<file path="src/design/rwb_pkg.sv">
// Reorder window buffer: shared widths, command and status codes, register
// indexes and the types passed between the configuration block and the core.
// No dependencies.
package rwb_pkg;

  localparam int DEPTH_DEF = 64;

  localparam int CMD_W     = 3;
  localparam int SEQ_W     = 32;
  localparam int REF_W     = 32;
  localparam int LEN_W     = 16;
  localparam int STAT_W    = 4;
  localparam int WS_W      = 7;
  localparam int START_W   = 31;
  localparam int PADDR_W   = 3;
  localparam int PDATA_W   = 32;

  localparam logic [WS_W-1:0]    WS_RESET    = 7'd64;
  localparam logic [START_W-1:0] START_RESET = '0;

  localparam logic REG_WINDOW_SIZE = 1'b0;
  localparam logic REG_START_SEQ   = 1'b1;

  typedef enum logic [CMD_W-1:0] {
    CMD_INSERT  = 3'd0,
    CMD_DEQUEUE = 3'd1,
    CMD_DRAIN   = 3'd2,
    CMD_FIND    = 3'd3,
    CMD_CLEAR   = 3'd4,
    CMD_RESTART = 3'd5
  } cmd_t;

  typedef enum logic [STAT_W-1:0] {
    ST_OK        = 4'd0,
    ST_FULL      = 4'd1,
    ST_BAD_LEN   = 4'd2,
    ST_SLOT_USED = 4'd3,
    ST_RANGE     = 4'd4,
    ST_FOUND     = 4'd5,
    ST_NOT_FOUND = 4'd6,
    ST_DEQUEUED  = 4'd7,
    ST_EMPTY     = 4'd8,
    ST_DONE      = 4'd9
  } status_t;

  typedef struct packed {
    logic [WS_W-1:0]    window_size;
    logic [START_W-1:0] start_seq;
  } cfg_regs_t;

  typedef struct packed {
    logic [REF_W-1:0] blk_ref;
    logic [LEN_W-1:0] blk_len;
  } slot_t;

endpackage

</file>
<file path="src/design/rwb_cfg.sv">
// Reorder window buffer: APB-style register file holding window_size and
// start_seq. Depends on rwb_pkg.
module rwb_cfg (
  input  logic                          clk,
  input  logic                          rst_n,
  input  logic                          psel,
  input  logic                          penable,
  input  logic                          pwrite,
  input  logic [rwb_pkg::PADDR_W-1:0]   paddr,
  input  logic [rwb_pkg::PDATA_W-1:0]   pwdata,
  output logic [rwb_pkg::PDATA_W-1:0]   prdata,
  output logic                          pready,
  output rwb_pkg::cfg_regs_t            cfg_o
);
  import rwb_pkg::*;

  logic [WS_W-1:0]    window_size_r;
  logic [START_W-1:0] start_seq_r;
  logic               wr_en;
  logic               reg_idx;

  assign pready  = 1'b1;
  assign reg_idx = paddr[PADDR_W-1];
  assign wr_en   = psel && penable && pwrite && pready;

  always_ff @(posedge clk) begin
    if (!rst_n) begin
      window_size_r <= WS_RESET;
      start_seq_r   <= START_RESET;
    end else if (wr_en) begin
      unique case (reg_idx)
        REG_WINDOW_SIZE: window_size_r <= pwdata[WS_W-1:0];
        REG_START_SEQ:   start_seq_r   <= pwdata[START_W-1:0];
        default: ;
      endcase
    end
  end

  always_comb begin
    unique case (reg_idx)
      REG_WINDOW_SIZE: prdata = PDATA_W'(window_size_r);
      REG_START_SEQ:   prdata = PDATA_W'(start_seq_r);
      default:         prdata = '0;
    endcase
  end

  assign cfg_o.window_size = window_size_r;
  assign cfg_o.start_seq   = start_seq_r;

endmodule

</file>
<file path="config.mk">
export PLATFORM = sky130hd
export DESIGN_NAME = rwb_cfg
export DESIGN_NICKNAME = d
export VERILOG_FILES = /design/src/design/rwb_pkg.sv /design/src/design/rwb_cfg.sv
export SDC_FILE = /design/constraint.sdc
export NUM_CORES = 1
export LEC_CHECK = 0
export BUFFER_PORTS_ARGS = -buffer_cell sky130_fd_sc_hd__clkbuf_2
export CAP_MARGIN = 10
export CORE_MARGIN = 2
export CORE_UTILIZATION = 45
export DETAILED_ROUTE_END_ITERATION = 7
export PLACE_DENSITY = 0.87
export SYNTH_ARGS = -nofsm -noshare
export SYNTH_HDL_FRONTEND = slang
export SYNTH_SLANG_ARGS = --single-unit
</file>
<file path="constraint.sdc">
create_clock -name clk -period 1.9 [get_ports clk]
set_input_delay 0.38 -clock clk [delete_from_list [all_inputs] [get_ports clk]]
set_output_delay 0.38 -clock clk [all_outputs]
set_load 0.02 [all_outputs]
</file>
==> impl_metrics.tcl <==
set metrics [dict create \
    status "finished, final reports clean" \
    yosysTopAreaCell "dfxtp_1" \
    firstDrtPassIters 4 \
    dieArea_sq_mm 0.004508 \
    nets 337 \
    crit_required_ns 1.52 \
    cts-root-buf "clkbuf_8" \
    fin_ws_ns 0.2357 \
    clk_pin_slew_worst_paths_ns 0.07 \
    grt_pass1_vias 1306 \
    n_antenna_cell 0 \
    synth_cell_type_count 13 \
    synthSimpleGateAreaFrac_pct 24.27 \
    port_buffers 105 \
    path_buf_inv 2 \
    dp_slack_ns 0.2354 \
    multi_input_area_sq_um 903.4 \
    synthFlopType "dfxtp_1" \
    layout-drive-gt1-share_pct 41.08 \
    cts_hold_buf 0 \
    path_max_fanout 22 \
    synth_compound_area_share_pct 0 \
    regArea_sq_um 760.7 \
    critical-path-max-stage-delay_ns 0.39 \
    clock_latency_ns 0.28 \
    critical_path_class "primary input to output pin" \
    synth_edf_count 0 \
    period_needed_ns 1.664 \
    drv_cap 0 \
    netlist_instances 199 \
    grt_max_degree 71 \
    fill_cells 344 \
    vias 1609 \
    rsz0062_at_grt "no" \
    syn_area_sq_mm 0.001794 \
    finalHoldViolCount 0 \
    die_w_microns 67.15 \
    cts_buffer_depth 2 \
    ant_nets 0 \
    grt_util_all_layers_pct 17.37 \
    core_area_sq_mm 0.003744 \
    p_per_area_mw_per_mm2 641.1 \
    async_reset_ff_share_pct 0 \
    synth_top_area_share_pct 42.40 \
    hpwl_microns 2791 \
    crit_arrival_ns 1.28 \
    fin_crit_sh_pct 87.60 \
    setup_tns_ns 0 \
    die_y_microns 67.15 \
    power_leakage_nw 1.200 \
    totalWireLength_microns 3801 \
    synth.area.mux_share_pct 25.59 \
    finClkSkew_ns 0 \
    synth_xor_area_share_pct 0 \
    tritoncts "yes" \
    cp_cell_sequence "clkbuf_2, mux2_2, clkbuf_2" \
    synth_top_family_by_area "multiplexers" \
    cts_made_buffers 5 \
    synth_warnings 0 \
    synth.most_common_cell "nand2_1" \
    htreeDepth 2 \
    avgSynthCellArea_sq_um 9.016 \
    syn_nets 239 \
    rows 22 \
    gp_congestion 0.6437 \
    finalSetupViolations 0 \
    drc_errors 0 \
    antenna_found_initial 0 \
    irDropWorstVdd_v 0.0003946 \
    grt_overflow_total 0 \
    endpoint_kind "output pin" \
    cts_sinks 38 \
    synth_common_cells "nand2_1, dfxtp_1, mux2i_1" \
    post_cts_buffers 0 \
    fmax_mhz 600.8 \
    synth-seq-area-share_pct 42.40 \
    cp_slowest_cell "mux2_2" \
    finalMaxSlewViolations 0 \
    via_per_inst 4.664 \
    wl_per_cell_microns 11.02 \
    start_kind "primary input" \
    synth-seq-cells 38 \
    synth_area_leaders "dfxtp_1, mux2i_1, nand2_1, and2_1, mux2_2" \
    hp-class "primary input to flip-flop" \
    initial_core_util_pct 47.93 \
    grt_pass1_wl_microns 5899 \
    synthAdderAreaFrac_pct 0 \
    critical-path-top-delay-family "buffers and inverters" \
    first_iter_violations 70 \
    post_cts_resized 0 \
    ioPinCount 111 \
    crit_top_cell "clkbuf_2" \
    areaGrowthSynthToFinish_pct 32.71 \
]
==> final cells by class <==
| type | count | area share, % |
|---|---|---|
| clock buffer | 7 | 3.205 |
| multi-input combinational | 143 | 37.94 |
| sequential | 38 | 31.95 |
| tap | 48 | 2.522 |
| timing repair buffer | 109 | 24.38 |
==> state kept, by name (all words and copies together), names as in the netlist <==
register	count
start_seq_r	31
window_size_r	7
==> cell usage in the layout (no fill, tap or decap) <==
cell and count:
mux2_2 7, buf_4 2, clkbuf_8 5, buf_12 2, dfxtp_1 38, nor2b_1 2, conb_1 2, nand4b_1 1
mux2i_1 38, and4_2 1, clkbuf_2 105, and2_1 24, clkbuf_1 2, nand2_1 68
==> where the power goes <==
group,switching (mW),internal [mW]
logic,0.118,0.0847
clock network,0.245,0.252
registers,0.0121,0.814
total,0.375,1.15
==> worst paths after layout <==
kind	start	to	slack, ns	cells after the start
hold reg to reg	start_seq_r[7]	start_seq_r[7]	0.47	2
hold / removal	pwdata[7]	start_seq_r[7]	0.33	3
setup / recovery	paddr[2]	prdata[6]	0.24	3
setup reg to reg	window_size_r[6]	window_size_r[6]	1.26	2
==> metal layers <==
metal  vias to the layer above  routed length (microns)  track usage, %
met5                         -                        0               0
met4                         0                       42           5.357
met3                         6                      342           5.500
met2                        71                     1745           29.21
met1                       707                     1671           21.17
li1                        825                        -               -
==> tightest hold or removal path, stage by stage <==
cell      delay (ns)
clkbuf_2        0.08
nand2_1         0.04
mux2i_1         0.05
==> cell families (layout without fill, tap and decap cells) <==
logic type / after synthesis / count (layout)
simple gates: 96 / 96
mux: 45 / 45
flops: 38 / 38
buf+inv: 18 / 116
other cells: 2 / 2
==> stage by stage <==
stage	total power, mW	instances	hold slack (ns)	utilization [%]	instance area [sq um]
5_1_grt	1.606	345	0.3164	63.60	2381
3_3_place_gp	1.042	338	0.4527	61.56	2305
3_5_place_dp	1.049	338	0.4652	61.56	2305
6_report	1.526	345	0.3268	63.60	2381
2_1_floorplan	0.9745	199	0.5222	-	1794
4_1_cts	1.549	345	0.3171	63.60	2381
(Power assumes the default switching activity.)
